===== src/design/ps2mct_pkg.sv =====
`default_nettype none

package ps2mct_pkg;

    localparam int POSITION_BITS_DEF = 12;
    localparam int OUT_POS_BITS      = 12;
    localparam int SIZE_BITS         = 13;
    localparam int BYTE_BITS         = 8;
    localparam int APB_ADDR_BITS     = 4;
    localparam int APB_DATA_BITS     = 32;
    localparam int M_TDATA_BITS      = 32;

    localparam int SYNC_BIT_IDX  = 3;
    localparam int LEFT_BIT_IDX  = 0;
    localparam int RIGHT_BIT_IDX = 1;

    localparam logic [SIZE_BITS-1:0] WIDTH_RESET  = SIZE_BITS'(320);
    localparam logic [SIZE_BITS-1:0] HEIGHT_RESET = SIZE_BITS'(200);

    typedef enum logic [1:0] {
        REG_ENABLE = 2'd0,
        REG_WIDTH  = 2'd1,
        REG_HEIGHT = 2'd2
    } reg_idx_t;

    typedef struct packed {
        logic                 enable;
        logic [SIZE_BITS-1:0] screen_width;
        logic [SIZE_BITS-1:0] screen_height;
    } cfg_t;

endpackage

`default_nettype wire


===== src/design/ps2mct_apb_regs.sv =====
`default_nettype none

module ps2mct_apb_regs
    import ps2mct_pkg::*;
(
    input  wire logic                     aclk,
    input  wire logic                     aresetn,
    input  wire logic                     psel,
    input  wire logic                     penable,
    input  wire logic                     pwrite,
    input  wire logic [APB_ADDR_BITS-1:0] paddr,
    input  wire logic [APB_DATA_BITS-1:0] pwdata,
    output logic      [APB_DATA_BITS-1:0] prdata,
    output logic                          pready,
    output cfg_t                          cfg
);

    cfg_t     cfg_reg;
    cfg_t     cfg_next;
    reg_idx_t reg_idx;
    logic     wr_en;

    assign pready  = 1'b1;
    assign reg_idx = reg_idx_t'(paddr[3:2]);
    assign wr_en   = psel & penable & pwrite & pready;
    assign cfg     = cfg_reg;

    always_comb begin
        cfg_next = cfg_reg;
        if (wr_en) begin
            unique case (reg_idx)
                REG_ENABLE: cfg_next.enable        = pwdata[0];
                REG_WIDTH:  cfg_next.screen_width  = pwdata[SIZE_BITS-1:0];
                REG_HEIGHT: cfg_next.screen_height = pwdata[SIZE_BITS-1:0];
                default:    cfg_next = cfg_reg;
            endcase
        end
    end

    always_comb begin
        unique case (reg_idx)
            REG_ENABLE: prdata = APB_DATA_BITS'(cfg_reg.enable);
            REG_WIDTH:  prdata = APB_DATA_BITS'(cfg_reg.screen_width);
            REG_HEIGHT: prdata = APB_DATA_BITS'(cfg_reg.screen_height);
            default:    prdata = '0;
        endcase
    end

    always_ff @(posedge aclk) begin
        if (!aresetn) begin
            cfg_reg.enable        <= 1'b0;
            cfg_reg.screen_width  <= WIDTH_RESET;
            cfg_reg.screen_height <= HEIGHT_RESET;
        end else begin
            cfg_reg <= cfg_next;
        end
    end

endmodule

`default_nettype wire


===== src/design/ps2mct_axis_clamp.sv =====
`default_nettype none

module ps2mct_axis_clamp
    import ps2mct_pkg::*;
#(
    parameter int POSITION_BITS = POSITION_BITS_DEF
) (
    input  wire logic        [POSITION_BITS-1:0] pos,
    input  wire logic signed [BYTE_BITS:0]       delta,
    input  wire logic        [SIZE_BITS-1:0]     size,
    output logic             [POSITION_BITS-1:0] pos_next
);

    localparam int SW = (POSITION_BITS + 1 > SIZE_BITS) ? POSITION_BITS + 1 : SIZE_BITS;
    localparam int CW = SW + 2;

    logic signed [CW-1:0] pos_s;
    logic signed [CW-1:0] delta_s;
    logic signed [CW-1:0] size_s;
    logic signed [CW-1:0] cap_s;
    logic signed [CW-1:0] lim_s;
    logic signed [CW-1:0] sum_s;
    logic signed [CW-1:0] res_s;

    always_comb begin
        pos_s   = CW'(pos);
        delta_s = CW'(delta);
        size_s  = CW'(size);
        cap_s   = CW'(1) << POSITION_BITS;
        if (size == '0) begin
            lim_s = CW'(1);
        end else if (size_s > cap_s) begin
            lim_s = cap_s;
        end else begin
            lim_s = size_s;
        end
        sum_s = pos_s + delta_s;
        if (sum_s < 0) begin
            res_s = '0;
        end else if (sum_s >= lim_s) begin
            res_s = lim_s - CW'(1);
        end else begin
            res_s = sum_s;
        end
        pos_next = res_s[POSITION_BITS-1:0];
    end

endmodule

`default_nettype wire


===== src/design/ps2mct_packet_core.sv =====
`default_nettype none

module ps2mct_packet_core
    import ps2mct_pkg::*;
#(
    parameter int POSITION_BITS = POSITION_BITS_DEF
) (
    input  wire logic                    aclk,
    input  wire logic                    aresetn,
    input  wire cfg_t                    cfg,
    input  wire logic                    byte_valid,
    input  wire logic [BYTE_BITS-1:0]    byte_data,
    output logic                         proc_ready,
    output logic                         m_tvalid,
    input  wire logic                    m_tready,
    output logic      [OUT_POS_BITS-1:0] cursor_x,
    output logic      [OUT_POS_BITS-1:0] cursor_y,
    output logic                         left_button,
    output logic                         right_button
);

    typedef enum logic [1:0] {
        PH_STATUS = 2'd0,
        PH_DX     = 2'd1,
        PH_DY     = 2'd2
    } phase_t;

    phase_t                    phase_reg, phase_next;
    logic [BYTE_BITS-1:0]      status_reg, status_next;
    logic [BYTE_BITS-1:0]      dx_reg, dx_next;
    logic [POSITION_BITS-1:0]  pos_x_reg, pos_x_next;
    logic [POSITION_BITS-1:0]  pos_y_reg, pos_y_next;
    logic                      m_tvalid_reg, m_tvalid_next;
    logic [OUT_POS_BITS-1:0]   cursor_x_reg, cursor_x_next;
    logic [OUT_POS_BITS-1:0]   cursor_y_reg, cursor_y_next;
    logic                      left_reg, left_next;
    logic                      right_reg, right_next;

    logic                      fire;
    logic signed [BYTE_BITS:0] dx_delta;
    logic signed [BYTE_BITS:0] dy_delta;
    logic [POSITION_BITS-1:0]  clamp_x;
    logic [POSITION_BITS-1:0]  clamp_y;
    logic [OUT_POS_BITS+POSITION_BITS-1:0] x_wide;
    logic [OUT_POS_BITS+POSITION_BITS-1:0] y_wide;

    assign proc_ready = !m_tvalid_reg || m_tready;
    assign fire       = byte_valid && proc_ready;

    assign dx_delta = $signed({dx_reg[BYTE_BITS-1], dx_reg});
    assign dy_delta = -$signed({byte_data[BYTE_BITS-1], byte_data});

    ps2mct_axis_clamp #(.POSITION_BITS(POSITION_BITS)) u_clamp_x (
        .pos      (pos_x_reg),
        .delta    (dx_delta),
        .size     (cfg.screen_width),
        .pos_next (clamp_x)
    );

    ps2mct_axis_clamp #(.POSITION_BITS(POSITION_BITS)) u_clamp_y (
        .pos      (pos_y_reg),
        .delta    (dy_delta),
        .size     (cfg.screen_height),
        .pos_next (clamp_y)
    );

    assign x_wide = {{OUT_POS_BITS{1'b0}}, clamp_x};
    assign y_wide = {{OUT_POS_BITS{1'b0}}, clamp_y};

    always_comb begin
        phase_next    = phase_reg;
        status_next   = status_reg;
        dx_next       = dx_reg;
        pos_x_next    = pos_x_reg;
        pos_y_next    = pos_y_reg;
        m_tvalid_next = m_tvalid_reg && !m_tready;
        cursor_x_next = cursor_x_reg;
        cursor_y_next = cursor_y_reg;
        left_next     = left_reg;
        right_next    = right_reg;
        if (fire && cfg.enable) begin
            unique case (phase_reg)
                PH_STATUS: begin
                    if (byte_data[SYNC_BIT_IDX]) begin
                        status_next = byte_data;
                        phase_next  = PH_DX;
                    end
                end
                PH_DX: begin
                    dx_next    = byte_data;
                    phase_next = PH_DY;
                end
                PH_DY: begin
                    phase_next    = PH_STATUS;
                    pos_x_next    = clamp_x;
                    pos_y_next    = clamp_y;
                    m_tvalid_next = 1'b1;
                    cursor_x_next = x_wide[OUT_POS_BITS-1:0];
                    cursor_y_next = y_wide[OUT_POS_BITS-1:0];
                    left_next     = status_reg[LEFT_BIT_IDX];
                    right_next    = status_reg[RIGHT_BIT_IDX];
                end
                default: phase_next = PH_STATUS;
            endcase
        end
    end

    always_ff @(posedge aclk) begin
        if (!aresetn) begin
            phase_reg    <= PH_STATUS;
            pos_x_reg    <= '0;
            pos_y_reg    <= '0;
            m_tvalid_reg <= 1'b0;
        end else begin
            phase_reg    <= phase_next;
            pos_x_reg    <= pos_x_next;
            pos_y_reg    <= pos_y_next;
            m_tvalid_reg <= m_tvalid_next;
        end
        status_reg   <= status_next;
        dx_reg       <= dx_next;
        cursor_x_reg <= cursor_x_next;
        cursor_y_reg <= cursor_y_next;
        left_reg     <= left_next;
        right_reg    <= right_next;
    end

    assign m_tvalid     = m_tvalid_reg;
    assign cursor_x     = cursor_x_reg;
    assign cursor_y     = cursor_y_reg;
    assign left_button  = left_reg;
    assign right_button = right_reg;

`ifndef SYNTHESIS
    a_result_from_dy: assert property (@(posedge aclk) disable iff (!aresetn)
        $rose(m_tvalid_reg) |-> $past(phase_reg == PH_DY))
        else $error("result raised outside the last byte of a packet");

    a_phase_holds_idle: assert property (@(posedge aclk) disable iff (!aresetn)
        !(fire && cfg.enable) |=> $stable(phase_reg))
        else $error("packet phase moved without a processed byte");

    a_dy_completes: assert property (@(posedge aclk) disable iff (!aresetn)
        (fire && cfg.enable && phase_reg == PH_DY) |=> (phase_reg == PH_STATUS && m_tvalid_reg))
        else $error("completed packet did not produce a result");

    a_disabled_keeps_pos: assert property (@(posedge aclk) disable iff (!aresetn)
        (fire && !cfg.enable) |=> ($stable(pos_x_reg) && $stable(pos_y_reg)))
        else $error("position changed while disabled");
`endif

endmodule

`default_nettype wire


===== src/design/ps2_mouse_packet_cursor_tracker_core.sv =====
// PS/2 mouse cursor tracker. Raw mouse bytes enter on the s_ stream, one per
// transaction; three-byte packets are assembled (a packet start byte without
// bit 3 set is dropped), and each completed packet yields one m_ transaction
// with the clamped cursor position and the left/right button bits. Throughput
// is one byte per clock unless a result waits on m_tready: a byte is
// registered on input, then updates the packet state and position through a
// single add-and-clamp stage into the result register. s_tready follows
// m_tready combinationally through the result register's free slot. Registers
// (APB, 32-bit): 0x0 enable, 0x4 screen_width, 0x8 screen_height; change them
// only while the stream is idle.
`default_nettype none

module ps2_mouse_packet_cursor_tracker_core
    import ps2mct_pkg::*;
#(
    parameter int POSITION_BITS = POSITION_BITS_DEF
) (
    input  wire logic                     aclk,
    input  wire logic                     aresetn,
    input  wire logic                     s_tvalid,
    output logic                          s_tready,
    input  wire logic [BYTE_BITS-1:0]     s_tdata,   // [7:0] rx_byte
    output logic                          m_tvalid,
    input  wire logic                     m_tready,
    output logic      [M_TDATA_BITS-1:0]  m_tdata,   // [11:0] cursor_x, [23:12] cursor_y,
                                                     // [24] left_button, [25] right_button
    input  wire logic                     psel,
    input  wire logic                     penable,
    input  wire logic                     pwrite,
    input  wire logic [APB_ADDR_BITS-1:0] paddr,
    input  wire logic [APB_DATA_BITS-1:0] pwdata,
    output logic      [APB_DATA_BITS-1:0] prdata,
    output logic                          pready
);

    cfg_t                    cfg;
    logic                    in_valid_reg, in_valid_next;
    logic [BYTE_BITS-1:0]    in_byte_reg, in_byte_next;
    logic                    proc_ready;
    logic                    s_fire;
    logic [OUT_POS_BITS-1:0] cursor_x;
    logic [OUT_POS_BITS-1:0] cursor_y;
    logic                    left_button;
    logic                    right_button;

    ps2mct_apb_regs u_regs (
        .aclk    (aclk),
        .aresetn (aresetn),
        .psel    (psel),
        .penable (penable),
        .pwrite  (pwrite),
        .paddr   (paddr),
        .pwdata  (pwdata),
        .prdata  (prdata),
        .pready  (pready),
        .cfg     (cfg)
    );

    assign s_tready = !in_valid_reg || proc_ready;
    assign s_fire   = s_tvalid && s_tready;

    always_comb begin
        in_valid_next = s_fire || (in_valid_reg && !proc_ready);
        in_byte_next  = s_fire ? s_tdata : in_byte_reg;
    end

    always_ff @(posedge aclk) begin
        if (!aresetn) begin
            in_valid_reg <= 1'b0;
        end else begin
            in_valid_reg <= in_valid_next;
        end
        in_byte_reg <= in_byte_next;
    end

    ps2mct_packet_core #(.POSITION_BITS(POSITION_BITS)) u_core (
        .aclk         (aclk),
        .aresetn      (aresetn),
        .cfg          (cfg),
        .byte_valid   (in_valid_reg),
        .byte_data    (in_byte_reg),
        .proc_ready   (proc_ready),
        .m_tvalid     (m_tvalid),
        .m_tready     (m_tready),
        .cursor_x     (cursor_x),
        .cursor_y     (cursor_y),
        .left_button  (left_button),
        .right_button (right_button)
    );

    assign m_tdata = {{(M_TDATA_BITS - 2*OUT_POS_BITS - 2){1'b0}},
                      right_button, left_button, cursor_y, cursor_x};

endmodule

`default_nettype wire

===== config.mk =====
export PLATFORM = sky130hd
export DESIGN_NAME = ps2_mouse_packet_cursor_tracker_core
export DESIGN_NICKNAME = d
export VERILOG_FILES = /design/src/design/ps2mct_pkg.sv /design/src/design/ps2mct_apb_regs.sv /design/src/design/ps2mct_axis_clamp.sv /design/src/design/ps2mct_packet_core.sv /design/src/design/ps2_mouse_packet_cursor_tracker_core.sv
export SDC_FILE = /design/constraint.sdc
export NUM_CORES = 1
export LEC_CHECK = 0
export BUFFER_PORTS_ARGS = -buffer_cell sky130_fd_sc_hd__buf_2
export CAP_MARGIN = 40
export CORE_UTILIZATION = 45
export DETAILED_ROUTE_END_ITERATION = 16
export GPL_ROUTABILITY_DRIVEN = 0
export MAX_ROUTING_LAYER = met4
export PLACE_DENSITY = 0.69
export SETUP_SLACK_MARGIN = 0.05
export SLEW_MARGIN = 10
export SYNTH_ARGS = -nofsm -noshare
export SYNTH_HDL_FRONTEND = slang
export SYNTH_SLANG_ARGS = --single-unit

===== constraint.sdc =====
create_clock -name aclk -period 7.75 [get_ports aclk]
set_clock_uncertainty 0.05 [all_clocks]
set_input_delay 1.1625 -clock aclk [delete_from_list [all_inputs] [get_ports aclk]]
set_output_delay 1.1625 -clock aclk [all_outputs]
set_load 0.02 [all_outputs]

Word level (Yosys, flattened, before mapping)
Cells that the tools add are included.

$add $sub $neg: 5. $mul: 0. Divide/modulo/power cells: 0. Order comparisons: 6. Equality and inequality tests: 5. Shift-type cells: 0. Mux-type cells: 13. Bitwise logic cells: 2. Reductions and logical operators: 23.

Operators with widths (number): 13-bit 2-to-1 mux (4); 12-bit 2-to-1 mux (4); 13-bit case mux with 3 select lines (1); 14-bit >= comparator (2); 14-bit by 1-bit less-than comparator with 1-bit output, second input constant (2); 13-bit greater-than comparator, second input constant (2); 13-bit zero test (2); 12-bit by 1-bit subtractor with 12-bit output, second input constant (2); 13-bit by 8-bit adder with 14-bit output (1); 13-bit by 9-bit adder with 14-bit output (1); 2-bit AND reduction (6); 8-bit negation with 9-bit output (1); 1-bit logical AND (5); 2-bit by 1-bit equality test with 1-bit output, second input constant (2); 2-bit equality test, second input constant (2); 1-bit zero test (4); 2-bit zero test (2); 2-bit case mux with 2 select lines (1); 1-bit logical OR (3); 3-bit AND reduction (1); 1-bit AND (2); 1-bit 2-to-1 mux (2); 2-bit 2-to-1 mux (1); 2-bit inequality test, second input constant (1).

Flip-flop bits (word level): 99. Latch bits: 0. Memory bits (writable): 0. Memory bits (read-only): 0. Bits of input ports: 51. Output and inout bits: 67. Logic and storage cells: 69. Memories kept: 0.

Longest topological paths before layout
Gate-level depths: netlist of the first run.

Depth after elaboration: 6. Gate-level depth with buffers: 19. Depth with buffers taken out: 17.

Cells and area by module
Synthesis of the first run repeated with hierarchy kept, for this count alone.

Cells, all modules: 767. Area, all modules: 7180.6 um^2.

Modules (own cells, without submodules): ps2mct_axis_clamp (instances 2, cells an instance 208, area each 1546.5 um^2, seq. area each 0.0 um^2); ps2mct_packet_core (instances 1, cells an instance 176, area each 2352.3 um^2, seq. area each 1621.6 um^2); ps2mct_apb_regs (instances 1, cells an instance 153, area each 1373.8 um^2, seq. area each 540.5 um^2); ps2_mouse_packet_cursor_tracker_core (instances 1, cells an instance 22, area each 361.6 um^2, seq. area each 260.2 um^2).

Least setup slack after synthesis of the first run
OpenSTA, ideal clock, no wires.

Kind: flip-flop to flip-flop. From: reg in_byte_reg[0]. To: reg u_core.cursor_y_reg[9], in the netlist u_core.cursor_y[9], data pin. Setup time: 0.257 ns. Arrival time: 3.576 ns. Path slack: 3.867 ns. Stages on the path, launching flop included: 18. Path buffers: 2. Clock period less this slack: 3.883 ns. Path through: edfxtp_1 -> ha_1 -> fa_1 -> nor2b_1 -> o31ai_1 -> a22oi_1 -> a41o_1 -> nor2_1 -> o21ai_1 -> xnor2_1 -> ha_1 -> a2111o_1 -> o32ai_1 -> a31oi_1 -> clkbuf_1 -> buf_2 -> mux2i_1 -> nor2b_1.

Cells in the longest elaborated chain, start to end: 5.

Ends and longest elaborated chain: start: declaration (RTL line ps2_mouse_packet_cursor_tracker_core.sv:38) `logic [BYTE_BITS-1:0] in_byte_reg, in_byte_next;`; start signal: assignment (RTL line ps2_mouse_packet_cursor_tracker_core.sv:73) `in_byte_reg <= in_byte_next;`; 8-bit negation with 9-bit output * (RTL line ps2mct_packet_core.sv:51) `assign dy_delta = -$signed({byte_data[BYTE_BITS-1], byte_data});`; 13-bit by 9-bit adder with 14-bit output * (RTL line ps2mct_axis_clamp.sv:37) `sum_s = pos_s + delta_s;`; 14-bit >= comparator (RTL line ps2mct_axis_clamp.sv:40) `end else if (sum_s >= lim_s) begin`; 12-bit 2-to-1 mux (RTL line ps2mct_axis_clamp.sv:40); 12-bit 2-to-1 mux * (RTL line ps2mct_axis_clamp.sv:38) `if (sum_s < 0) begin`; net u_core.clamp_y[9] (RTL line ps2mct_packet_core.sv:43) `logic [POSITION_BITS-1:0] clamp_y;`; end signal: assignment (RTL line ps2mct_packet_core.sv:123) `cursor_y_reg <= cursor_y_next;`; end: declaration (RTL line ps2mct_packet_core.sv:35) `logic [OUT_POS_BITS-1:0] cursor_y_reg, cursor_y_next;`.

The timed path passes the listed nets; every way through them passes the cells marked *. A chain may end at the register's enable or synchronous reset.

Worst setup path in the final report of the first run
From: reg in_byte_reg[7]. To: reg u_core.cursor_y_reg[10], in the netlist u_core.cursor_y[10], data pin.

Same word-level chain as after synthesis.

==> flow_metrics.env, run 1 <==
export IMPL_run_status="completed"
export IMPL_route_top_layer_used="met4"
export IMPL_timing_critical_path_cells="inv_1 > ha_1 > a211oi_1 > nor2_1 > nor4b_1 > o21ai_1 > o21ai_1 > xor2_1 > ha_1 > a2111o_1 > o32ai_1 > a31oi_2 > buf_6 > mux2_4 > nor2b_1"
export IMPL_remaining_global_route_overflow=0
export IMPL_timing_critical_path_fanout_max=13
export IMPL_report_final_hold_viol_count=0
export IMPL_synth_compound_gate_area_share=0.1774
export IMPL_synth_area_um2=6305
export IMPL_buffer_ports_inserted=70
export IMPL_crit_path_top_delay_cell="sky130_fd_sc_hd__edfxtp_1"
export IMPL_number_of_cells_traversed_by_the_worst_hold_path=0
export IMPL_grt_first_pass_wirelength_mm=23.83
export IMPL_met2_wire_len_mm=7.444
export IMPL_vdd_ir_drop_worst_v=0.0001054
export IMPL_yosys_area_share_xor_xnor=0.04306
export IMPL_initial_utilization=0.4687
export IMPL_cts_tree="built"
export IMPL_seq_area_um2=2422
export IMPL_ctsRootBufferMaster="sky130_fd_sc_hd__clkbuf_16"
export IMPL_start_kind="flip-flop"
export IMPL_yosys_area_share_simple=0.1885
export IMPL_synth_edf_count=44
export IMPL_route_met3_wl_um=497
export IMPL_cts_made_buffers=9
export IMPL_largest_family_of_logic_cells_by_synthesized_area="simple AND/OR/NAND/NOR gates"
export IMPL_antenna_cells=0
export IMPL_worst_setup_hold_path_clk_slew_ns=0.07
export IMPL_antenna_left=0
export IMPL_flop_and_latch_count_out_of_synthesis=99
export IMPL_yosysSeqAreaShare=0.3842
export IMPL_synthTopCellsByArea="sky130_fd_sc_hd__edfxtp_1, sky130_fd_sc_hd__dfxtp_1, sky130_fd_sc_hd__ha_1"
export IMPL_antenna_violations_before_repair=0
export IMPL_multi_input_comb_area_um2=3542
export IMPL_synth_warnings=0
export IMPL_drt_wl_total_mm=14.84
export IMPL_pin_count=118
export IMPL_latest_clock_arrival_within_the_worst_skew_pair_ns=0.35
export IMPL_die_h_um=120.4
export IMPL_min_delay_path_class="reg2reg"
export IMPL_worst_slew_pin_slew_ns=0.9029
export IMPL_drive_above_1_share=0.1302
export IMPL_largest_reg_flops=27
export IMPL_area_grow_syn2layout_pct=11.23
export IMPL_syn_instance_count=715
export IMPL_m1WireLength_mm=6.508
export IMPL_arrival_time_of_data_at_the_critical_path_endpoint_ns=4.74
export IMPL_drt_first_pass_iters=5
export IMPL_crit_type="reg2reg"
export IMPL_clock_path_buffers=2
export IMPL_routedWlPerCell_um=15.59
export IMPL_place_detailed_hpwl_mm=11.35
export IMPL_final_core_util=0.5213
export IMPL_placement_rows=42
export IMPL_die_area_um2=14490
export IMPL_grtUsageTotal=0.2157
export IMPL_post_route_period_util=0.6064
export IMPL_first_global_vias=5035
export IMPL_yosysUniqueCellTypes=60
export IMPL_core_area_um2=13450
export IMPL_cell_area_reported_after_detailed_placement_um2=6713
export IMPL_cts_htree_levels=3
export IMPL_ff2ff_path_depth=15
export IMPL_post_cts_repair_setup_buffers=0
export IMPL_die_w_um=120.4
export IMPL_synth_top_cell_by_area="sky130_fd_sc_hd__edfxtp_1"
export IMPL_slew_violations=0
export IMPL_synth_mux_area_frac=0.02163
export IMPL_cts_resized=0
export IMPL_detailed_route_iter0_violations=308
export IMPL_power_density_cell_area_nw_per_um2=164.4
export IMPL_achievable_frequency_mhz=212.8
export IMPL_relSlewSlack=0.3953
export IMPL_cts_sink_count=99
export IMPL_grt_max_degree=42
export IMPL_total_via_count_in_the_routed_design=5256
export IMPL_postSynth_asyncResetShare=0
export IMPL_cp_capture_type="flip-flop"
export IMPL_setup_violations_final=0
export IMPL_totalNegativeSetupSlack_ns=0
export IMPL_static_leakage_power_uw=0.002875
export IMPL_vias_per_cell=5.521
export IMPL_syn_mean_instance_area_um2=8.818
export IMPL_postCtsHoldBufs=0
export IMPL_rsz0062_at_grt="no"
export IMPL_finish_net_count=878
export IMPL_drc_violations=0
export IMPL_yosys_area_share_adder=0.1135
export IMPL_required_ns=7.79
export IMPL_maxCapViolCount=0
export IMPL_yosys_most_used_dff="sky130_fd_sc_hd__dfxtp_1"
export IMPL_synth_top_area_share=0.2096
export IMPL_postLayoutCellArea_um2=7013
export IMPL_critical_path_max_stage_delay_ns=0.57
export IMPL_num_fill_cells=1297
export IMPL_time_the_worst_path_needs_with_i_o_delays_and_setup_ns=4.699
-- cells in the mapped netlist (all sizes together) (17+ instances only) --
cell type and number:
nor2 56, nor3 17, inv 26, nor2b 19, xnor2 20, a21boi 23
nand2 117, dfxtp 55, edfxtp 44, a21oi 33, ha 54, o21ai 39
clkbuf 24, buf 35
-- metrics by stage --
step	total power, uW	setup WS (ns)	hold slack, ns	cells
6_report	1153	3.051	0.3760	952
5_1_grt	1198	2.968	0.3925	952
4_1_cts	1157	3.110	0.3765	952
3_5_place_dp	705.5	3.142	0.3598	936
3_3_place_gp	698.4	3.228	0.3559	931
2_1_floorplan	674.7	3.867	0.3503	739
-- report_power, final --
part           internal (uW)  switching, uW
Combinational           48.8           86.7
Clock                    254            203
Sequential               552           7.99
Total                    854            298
-- final timing paths --
check                                 startpoint                       endpoint  slack [ns]
hold / removal    u_core.status_reg[0]$_DFFE_PP_   u_core.left_button$_DFFE_PP_        0.38
setup reg to reg        in_byte_reg[7]$_DFFE_PP_  u_core.cursor_y[10]$_DFFE_PP_        3.05
hold reg to reg   u_core.status_reg[0]$_DFFE_PP_   u_core.left_button$_DFFE_PP_        0.38
setup / recovery        in_byte_reg[7]$_DFFE_PP_  u_core.cursor_y[10]$_DFFE_PP_        3.05
-- critical path, delay by kind of cell, from the launching register on --
family                     cells  cell delay, ns
muxes                          1            0.31
DFF                            1            0.57
and+or+nand+nor                3            0.70
adders and majority gates      2            0.56
xor gates and xnor gates       1            0.20
AOI/OAI and AO/OA              6            1.54
buffers and inverters          2            0.47
-- metal layers --
layer | vias to the layer above | GRT usage
li1 | 2622 | -
met3 | 27 | 0.03443
met2 | 116 | 0.3714
met1 | 2491 | 0.2469
met5 | - | -
met4 | 0 | 0.09722
-- final cells by class --
type	count	area share
clock buffer	10	0.03265
clock inverter	6	0.01017
inverter	27	0.01445
multi-input combinational	554	0.5051
sequential	99	0.3454
tap	176	0.03140
timing repair buffer	80	0.06084
-- kinds of logic (layout without fill, tap and decap cells) --
kind of cell               Yosys count  in the layout
AOI/OAI and AO/OA                  166            166
xor gates and xnor gates            31             31
adders and majority gates           56             56
buffers and inverters               86            123
DFF                                 99             99
muxes                               13             13
other                                2             26
and+or+nand+nor                    262            262
-- cell usage in the layout (no fill, tap or decap), drive strengths merged, types with 10 or more instances in the layout --
| cell | synthesis | final |
|---|---|---|
| nand2 | 117 | 117 |
| buf | 35 | 80 |
| nor2 | 56 | 56 |
| dfxtp | 55 | 55 |
| ha | 54 | 54 |
| edfxtp | 44 | 44 |
| o21ai | 39 | 39 |
| a21oi | 33 | 33 |
| inv | 26 | 28 |
| conb | 2 | 26 |
| a21boi | 23 | 23 |
| xnor2 | 20 | 20 |
| nor2b | 19 | 19 |
| nor3 | 17 | 17 |
| nand3 | 15 | 15 |
| a22o | 15 | 15 |
| xor2 | 11 | 11 |
| mux2i | 11 | 11 |
| clkbuf | 24 | 10 |
Power figures use the tool's default switching activity.
==> run 2: changes to the inputs <==
==> constraint.sdc (replaced) <==
create_clock -name aclk -period 4.74 [get_ports aclk]
set_clock_uncertainty 0.05 [all_clocks]
set_input_delay 0.711 -clock aclk [delete_from_list [all_inputs] [get_ports aclk]]
set_output_delay 0.711 -clock aclk [all_outputs]
set_load 0.02 [all_outputs]
==> run 2 against run 1 <==
Compared with the run above:
- sequential power is 63% higher
- critical endpoint is now u_core.pos_y_reg[0]$_SDFFE_PN0P_
- core utilization up 0.35 points
- first-iteration DRC count rose by 12%
==> flow_metrics.env, run 2 (same netlist as run 1, synthesis figures left out) <==
export IMPL_mostFrequentLayoutCell="sky130_fd_sc_hd__nand2_1"
export IMPL_drt_first_pass_iters=5
export IMPL_vias_per_cell=5.587
export IMPL_ff2ff_path_depth=16
export IMPL_crit_type="reg2reg"
export IMPL_arrival_time_of_data_at_the_critical_path_endpoint_ns=4.62
export IMPL_start_point_of_the_worst_min_delay_path="u_core.status_reg[0]$_DFFE_PP_"
export IMPL_antenna_violations_before_repair=0
export IMPL_finish_net_count=880
export IMPL_crit_path_top_delay_cell="sky130_fd_sc_hd__edfxtp_1"
export IMPL_mostFrequentLayoutCells="sky130_fd_sc_hd__nand2_1, sky130_fd_sc_hd__buf_2, sky130_fd_sc_hd__nor2_1"
export IMPL_num_fill_cells=1282
export IMPL_initial_utilization=0.4687
export IMPL_die_w_um=120.4
export IMPL_run_status="completed"
export IMPL_static_leakage_power_uw=0.002902
export IMPL_min_to="u_core.left_button$_DFFE_PP_"
export IMPL_vdd_ir_drop_worst_v=0.0001965
export IMPL_cts_tree="built"
export IMPL_antenna_left=0
export IMPL_cts_htree_levels=3
export IMPL_drt_wl_total_mm=15.00
export IMPL_rsz0062_at_grt="no"
export IMPL_min_delay_path_class="reg2reg"
export IMPL_core_area_um2=13450
export IMPL_detailed_route_iter0_violations=345
export IMPL_cts_made_buffers=9
export IMPL_critical_path_max_stage_delay_ns=0.45
export IMPL_slew_violations=0
export IMPL_post_route_period_util=0.9210
export IMPL_worst_r2r_endpoint="u_core.pos_y_reg[0]$_SDFFE_PN0P_"
export IMPL_number_of_cells_traversed_by_the_worst_hold_path=0
export IMPL_placement_rows=42
export IMPL_ctsRootBufferMaster="sky130_fd_sc_hd__clkbuf_16"
export IMPL_time_the_worst_path_needs_with_i_o_delays_and_setup_ns=4.365
export IMPL_worst_slew_pin_slew_ns=0.8754
export IMPL_antenna_cells=0
export IMPL_reg2reg_slack_ns=0.37
export IMPL_maxCapViolCount=0
export IMPL_drive_above_1_share=0.1350
export IMPL_die_area_um2=14490
export IMPL_remaining_global_route_overflow=0
export IMPL_area_grow_syn2layout_pct=11.99
export IMPL_start_kind="flip-flop"
export IMPL_crit_top_cell="sky130_fd_sc_hd__ha_1"
export IMPL_seq_area_um2=2422
export IMPL_first_global_vias=5076
export IMPL_worst_setup_hold_path_clk_slew_ns=0.08
export IMPL_achievable_frequency_mhz=229.1
export IMPL_routedWlPerCell_um=15.72
export IMPL_totalNegativeSetupSlack_ns=0
export IMPL_cell_area_reported_after_detailed_placement_um2=6724
export IMPL_cts_resized=0
export IMPL_latest_clock_arrival_within_the_worst_skew_pair_ns=0.36
export IMPL_post_cts_repair_setup_buffers=0
export IMPL_grt_first_pass_wirelength_mm=23.98
export IMPL_timing_rr_start="in_byte_reg[0]$_DFFE_PP_"
export IMPL_relSlewSlack=0.4137
export IMPL_place_detailed_hpwl_mm=11.41
export IMPL_postCtsHoldBufs=0
export IMPL_grt_max_degree=42
export IMPL_buffer_ports_inserted=70
export IMPL_power_density_cell_area_nw_per_um2=272.9
export IMPL_pin_count=118
export IMPL_cts_sink_count=99
export IMPL_total_via_count_in_the_routed_design=5330
export IMPL_clock_path_buffers=2
export IMPL_timing_critical_path_cells="ha_1 > fa_1 > nor2b_1 > o31ai_1 > a22oi_1 > a41o_1 > nor2_1 > o21ai_1 > xnor2_1 > ha_1 > a2111o_1 > nor3_1 > a31oi_4 > buf_4 > a211oi_1 > a31o_1"
export IMPL_timing_critical_path_fanout_max=13
export IMPL_multi_input_comb_area_um2=3558
export IMPL_drc_violations=0
export IMPL_postLayoutCellArea_um2=7061
export IMPL_required_ns=4.99
export IMPL_report_final_hold_viol_count=0
export IMPL_cp_capture_type="flip-flop"
export IMPL_die_h_um=120.4
export IMPL_grtUsageTotal=0.2167
export IMPL_setup_violations_final=0
export IMPL_largest_reg_flops=27
==> run 2: cell count changes in the layout (fill, tap and decap cells not counted), sizes merged <==
cell and change:
clkinv +2, clkinvlp -2, inv +1, buf +2, clkbuf -1
==> run 2: metrics by stage <==
step / hold slack, ns / util / total power (uW) / setup WS [ns] / instances
floorplan: 0.3503 / - / 1103 / 0.8567 / 739
global placement: 0.3553 / 0.4983 / 1145 / 0.4286 / 935
detailed placement: 0.3580 / 0.4998 / 1153 / 0.2999 / 938
CTS: 0.3760 / 0.5236 / 1933 / 0.2561 / 954
global route: 0.3804 / 0.5248 / 1993 / 0.1041 / 954
finish: 0.3754 / 0.5248 / 1927 / 0.3746 / 954
==> run 2: worst max path at each step <==
| stage | startpoint | to | depth (start not counted) | slack [ns] |
|---|---|---|---|---|
| after floorplan | in_byte_reg[0]$_DFFE_PP_ | u_core.cursor_y[9]$_DFFE_PP_ | 17 | 0.86 |
| after global placement | in_byte_reg[0]$_DFFE_PP_ | u_core.pos_y_reg[0]$_SDFFE_PN0P_ | 16 | 0.43 |
| after detailed placement | in_byte_reg[0]$_DFFE_PP_ | u_core.pos_y_reg[0]$_SDFFE_PN0P_ | 16 | 0.30 |
| after CTS | in_byte_reg[0]$_DFFE_PP_ | u_core.pos_y_reg[0]$_SDFFE_PN0P_ | 16 | 0.26 |
| after global routing | in_byte_reg[0]$_DFFE_PP_ | u_core.pos_y_reg[0]$_SDFFE_PN0P_ | 16 | 0.10 |
| final | in_byte_reg[0]$_DFFE_PP_ | u_core.pos_y_reg[0]$_SDFFE_PN0P_ | 16 | 0.37 |
==> run 2: area by class of cell <==
cell class              count  share of cell area
flip-flops and latches     99              0.3431
inverters                  27             0.01435
repair buffers             82             0.06202
multi-input cells         554              0.5040
well taps                 176             0.03119
clock inverters             7             0.01347
clock buffers               9             0.03190
==> run 2: power breakdown <==
group | internal [uW] | switching, uW
Combinational | 81.5 | 145
Sequential | 902 | 11.5
Clock | 425 | 362
Total | 1410 | 518
==> run 2: worst max-delay path: cells and delay by family (launching register included) <==
| family | cells | cell delay (ns) |
|---|---|---|
| buffers and inverters | 1 | 0.24 |
| AO/OA/AOI/OAI | 8 | 2.10 |
| flip-flops | 1 | 0.45 |
| AND/OR/NAND/NOR | 3 | 0.49 |
| XOR/XNOR | 1 | 0.08 |
| adder cells (fa/ha/maj) | 3 | 0.89 |
==> run 2: per-layer routing <==
layer  part of all wire  routed length [um]  GRT usage
met3              0.041                 613    0.02830
met1               0.42                6336     0.2475
met5                  0                   0          -
met4              0.030                 455     0.1080
met2               0.51                7595     0.3739
==> run 3: changes to the inputs <==
--- a/config.mk
+++ b/config.mk
@@ -7,11 +7,13 @@
 export LEC_CHECK = 0
 export BUFFER_PORTS_ARGS = -buffer_cell sky130_fd_sc_hd__buf_2
 export CAP_MARGIN = 40
-export CORE_UTILIZATION = 45
+export CORE_ASPECT_RATIO = 0.75
+export CORE_UTILIZATION = 35
+export CTS_BUF_LIST = sky130_fd_sc_hd__clkbuf_4 sky130_fd_sc_hd__clkbuf_8 sky130_fd_sc_hd__clkbuf_16
 export DETAILED_ROUTE_END_ITERATION = 16
 export GPL_ROUTABILITY_DRIVEN = 0
 export MAX_ROUTING_LAYER = met4
-export PLACE_DENSITY = 0.69
+export PLACE_DENSITY = 0.57
 export SETUP_SLACK_MARGIN = 0.05
 export SLEW_MARGIN = 10
 export SYNTH_ARGS = -nofsm -noshare
==> run 3 against run 2 <==
Compared with the run above:
- global-route usage down 3.3 points
- total power shrank 0.51%
- worst hold slack lost 0.0025 ns
- non-clock buffer count is 2 higher
- clock power shrank 2%
- combinational power grew 3%
- sequential power about the same
- core utilization is 12 points lower
- first-iteration DRC count is 1.2% lower
- sequential cell count unchanged
- setup slack gained 0.0059 ns
- cell count is 7.1% higher
- critical path type unchanged
- critical endpoint is now u_core.pos_y_reg[5]$_SDFFE_PN0P_
- largest power group unchanged
==> flow_metrics.env, run 3 (same netlist as run 1, synthesis figures left out) <==
export IMPL_core_area_um2=17660
export IMPL_power_density_cell_area_nw_per_um2=268.0
export IMPL_cts_sink_count=99
export IMPL_timing_critical_path_fanout_max=13
export IMPL_clock_path_buffers=2
export IMPL_cts_made_buffers=9
export IMPL_total_via_count_in_the_routed_design=5059
export IMPL_grt_max_degree=42
export IMPL_static_leakage_power_uw=0.002904
export IMPL_vias_per_cell=4.950
export IMPL_start_kind="flip-flop"
export IMPL_worst_setup_hold_path_clk_slew_ns=0.07
export IMPL_drt_wl_total_mm=15.89
export IMPL_achievable_frequency_mhz=229.4
export IMPL_grtUsageTotal=0.1841
export IMPL_relSlewSlack=0.4045
export IMPL_routedWlPerCell_um=15.55
export IMPL_drc_violations=0
export IMPL_postCtsHoldBufs=0
export IMPL_setup_violations_final=0
export IMPL_pin_count=118
export IMPL_min_delay_path_class="reg2reg"
export IMPL_ctsRootBufferMaster="sky130_fd_sc_hd__clkbuf_16"
export IMPL_antenna_left=0
export IMPL_drive_above_1_share=0.1385
export IMPL_area_grow_syn2layout_pct=13.47
export IMPL_placement_rows=42
export IMPL_maxCapViolCount=0
export IMPL_cts_tree="built"
export IMPL_cp_capture_type="flip-flop"
export IMPL_crit_type="reg2reg"
export IMPL_worst_slew_pin_slew_ns=0.8894
export IMPL_grt_first_pass_wirelength_mm=25.30
export IMPL_time_the_worst_path_needs_with_i_o_delays_and_setup_ns=4.360
export IMPL_largest_reg_flops=27
export IMPL_initial_utilization=0.3571
export IMPL_post_cts_repair_setup_buffers=0
export IMPL_remaining_global_route_overflow=0
export IMPL_mostFrequentLayoutCell="sky130_fd_sc_hd__nand2_1"
export IMPL_drt_first_pass_iters=4
export IMPL_run_status="completed"
export IMPL_cts_htree_levels=3
export IMPL_required_ns=4.94
export IMPL_ff2ff_path_depth=16
export IMPL_first_global_vias=4552
export IMPL_mostFrequentLayoutCells="sky130_fd_sc_hd__nand2_1, sky130_fd_sc_hd__buf_2, sky130_fd_sc_hd__nor2_1"
export IMPL_post_route_period_util=0.9197
export IMPL_die_w_um=157.0
export IMPL_die_h_um=118.2
export IMPL_latest_clock_arrival_within_the_worst_skew_pair_ns=0.35
export IMPL_place_detailed_hpwl_mm=12.18
export IMPL_arrival_time_of_data_at_the_critical_path_endpoint_ns=4.56
export IMPL_detailed_route_iter0_violations=341
export IMPL_reg2reg_slack_ns=0.38
export IMPL_die_area_um2=18560
export IMPL_finish_net_count=882
export IMPL_number_of_cells_traversed_by_the_worst_hold_path=0
export IMPL_vdd_ir_drop_worst_v=0.0001762
export IMPL_slew_violations=0
export IMPL_post_layout_total_power_uw=1917
export IMPL_antenna_violations_before_repair=0
export IMPL_report_final_hold_viol_count=0
export IMPL_totalNegativeSetupSlack_ns=0
export IMPL_rsz0062_at_grt="no"
export IMPL_antenna_cells=0
export IMPL_buffer_ports_inserted=70
-- run 3: layout make-up --
cell class,count,area [um2]
clock buffers,9,225.2
clock inverters,7,86.33
fillers,1825,10500
inverters,27,101.3
multi-input cells,554,3561
flip-flops and latches,99,2422
well taps,242,302.8
repair buffers,84,455.4
-- run 3: per-layer routing --
metal / share of wire / up-vias / track usage
li1: - / 2621 / -
met3: 0.065 / 10 / 0.04327
met1: 0.57 / 2289 / 0.2975
met5: 0 / - / -
met2: 0.36 / 139 / 0.2222
met4: 0.0074 / 0 / 0.03493
-- run 3: path summary, 6_finish.rpt --
kind,startpoint,end
max reg2reg,in_byte_reg[0]$_DFFE_PP_,u_core.pos_y_reg[5]$_SDFFE_PN0P_
max,in_byte_reg[0]$_DFFE_PP_,u_core.pos_y_reg[5]$_SDFFE_PN0P_
min reg2reg,u_core.status_reg[1]$_DFFE_PP_,u_core.right_button$_DFFE_PP_
min,u_core.status_reg[1]$_DFFE_PP_,u_core.right_button$_DFFE_PP_
-- run 3: what timing repair did --
action,4_1_cts,5_1_grt
endpoints found under the setup margin,0,11
endpoints found under the hold margin,0,0
gates resized for setup,0,2
-- run 3: worst max-delay path: stages, from the launching register on --
cell and delay, ns:
sky130_fd_sc_hd__edfxtp_1 0.47, sky130_fd_sc_hd__ha_1 0.27, sky130_fd_sc_hd__fa_1 0.42, sky130_fd_sc_hd__nor2b_1 0.19
sky130_fd_sc_hd__o31ai_1 0.13, sky130_fd_sc_hd__a22oi_2 0.27, sky130_fd_sc_hd__a41o_1 0.23, sky130_fd_sc_hd__nor2_1 0.04
sky130_fd_sc_hd__o21ai_1 0.15, sky130_fd_sc_hd__xnor2_1 0.10, sky130_fd_sc_hd__ha_1 0.22, sky130_fd_sc_hd__a2111o_1 0.41
sky130_fd_sc_hd__o32ai_1 0.36, sky130_fd_sc_hd__a31oi_2 0.14, sky130_fd_sc_hd__buf_4 0.23, sky130_fd_sc_hd__a31o_1 0.27
sky130_fd_sc_hd__o32ai_1 0.32
-- run 3: through the flow --
step / setup WS (ns) / hold slack [ns] / instances / instance area (um2) / utilization
after floorplan: 0.8567 / 0.3503 / 739 / 6395 / -
after global placement: 0.3969 / 0.3515 / 1004 / 6817 / 0.3861
after detailed placement: 0.3660 / 0.3599 / 1006 / 6832 / 0.3869
after CTS: 0.3027 / 0.3767 / 1022 / 7143 / 0.4045
after global routing: 0.07557 / 0.3806 / 1022 / 7154 / 0.4052
final: 0.3805 / 0.3729 / 1022 / 7154 / 0.4052
-- run 3: where the power goes --
part / total, uW / internal, uW / switching, uW
registers: 916 / 902 / 13.3
clock network: 768 / 419 / 349
logic: 233 / 82.3 / 151
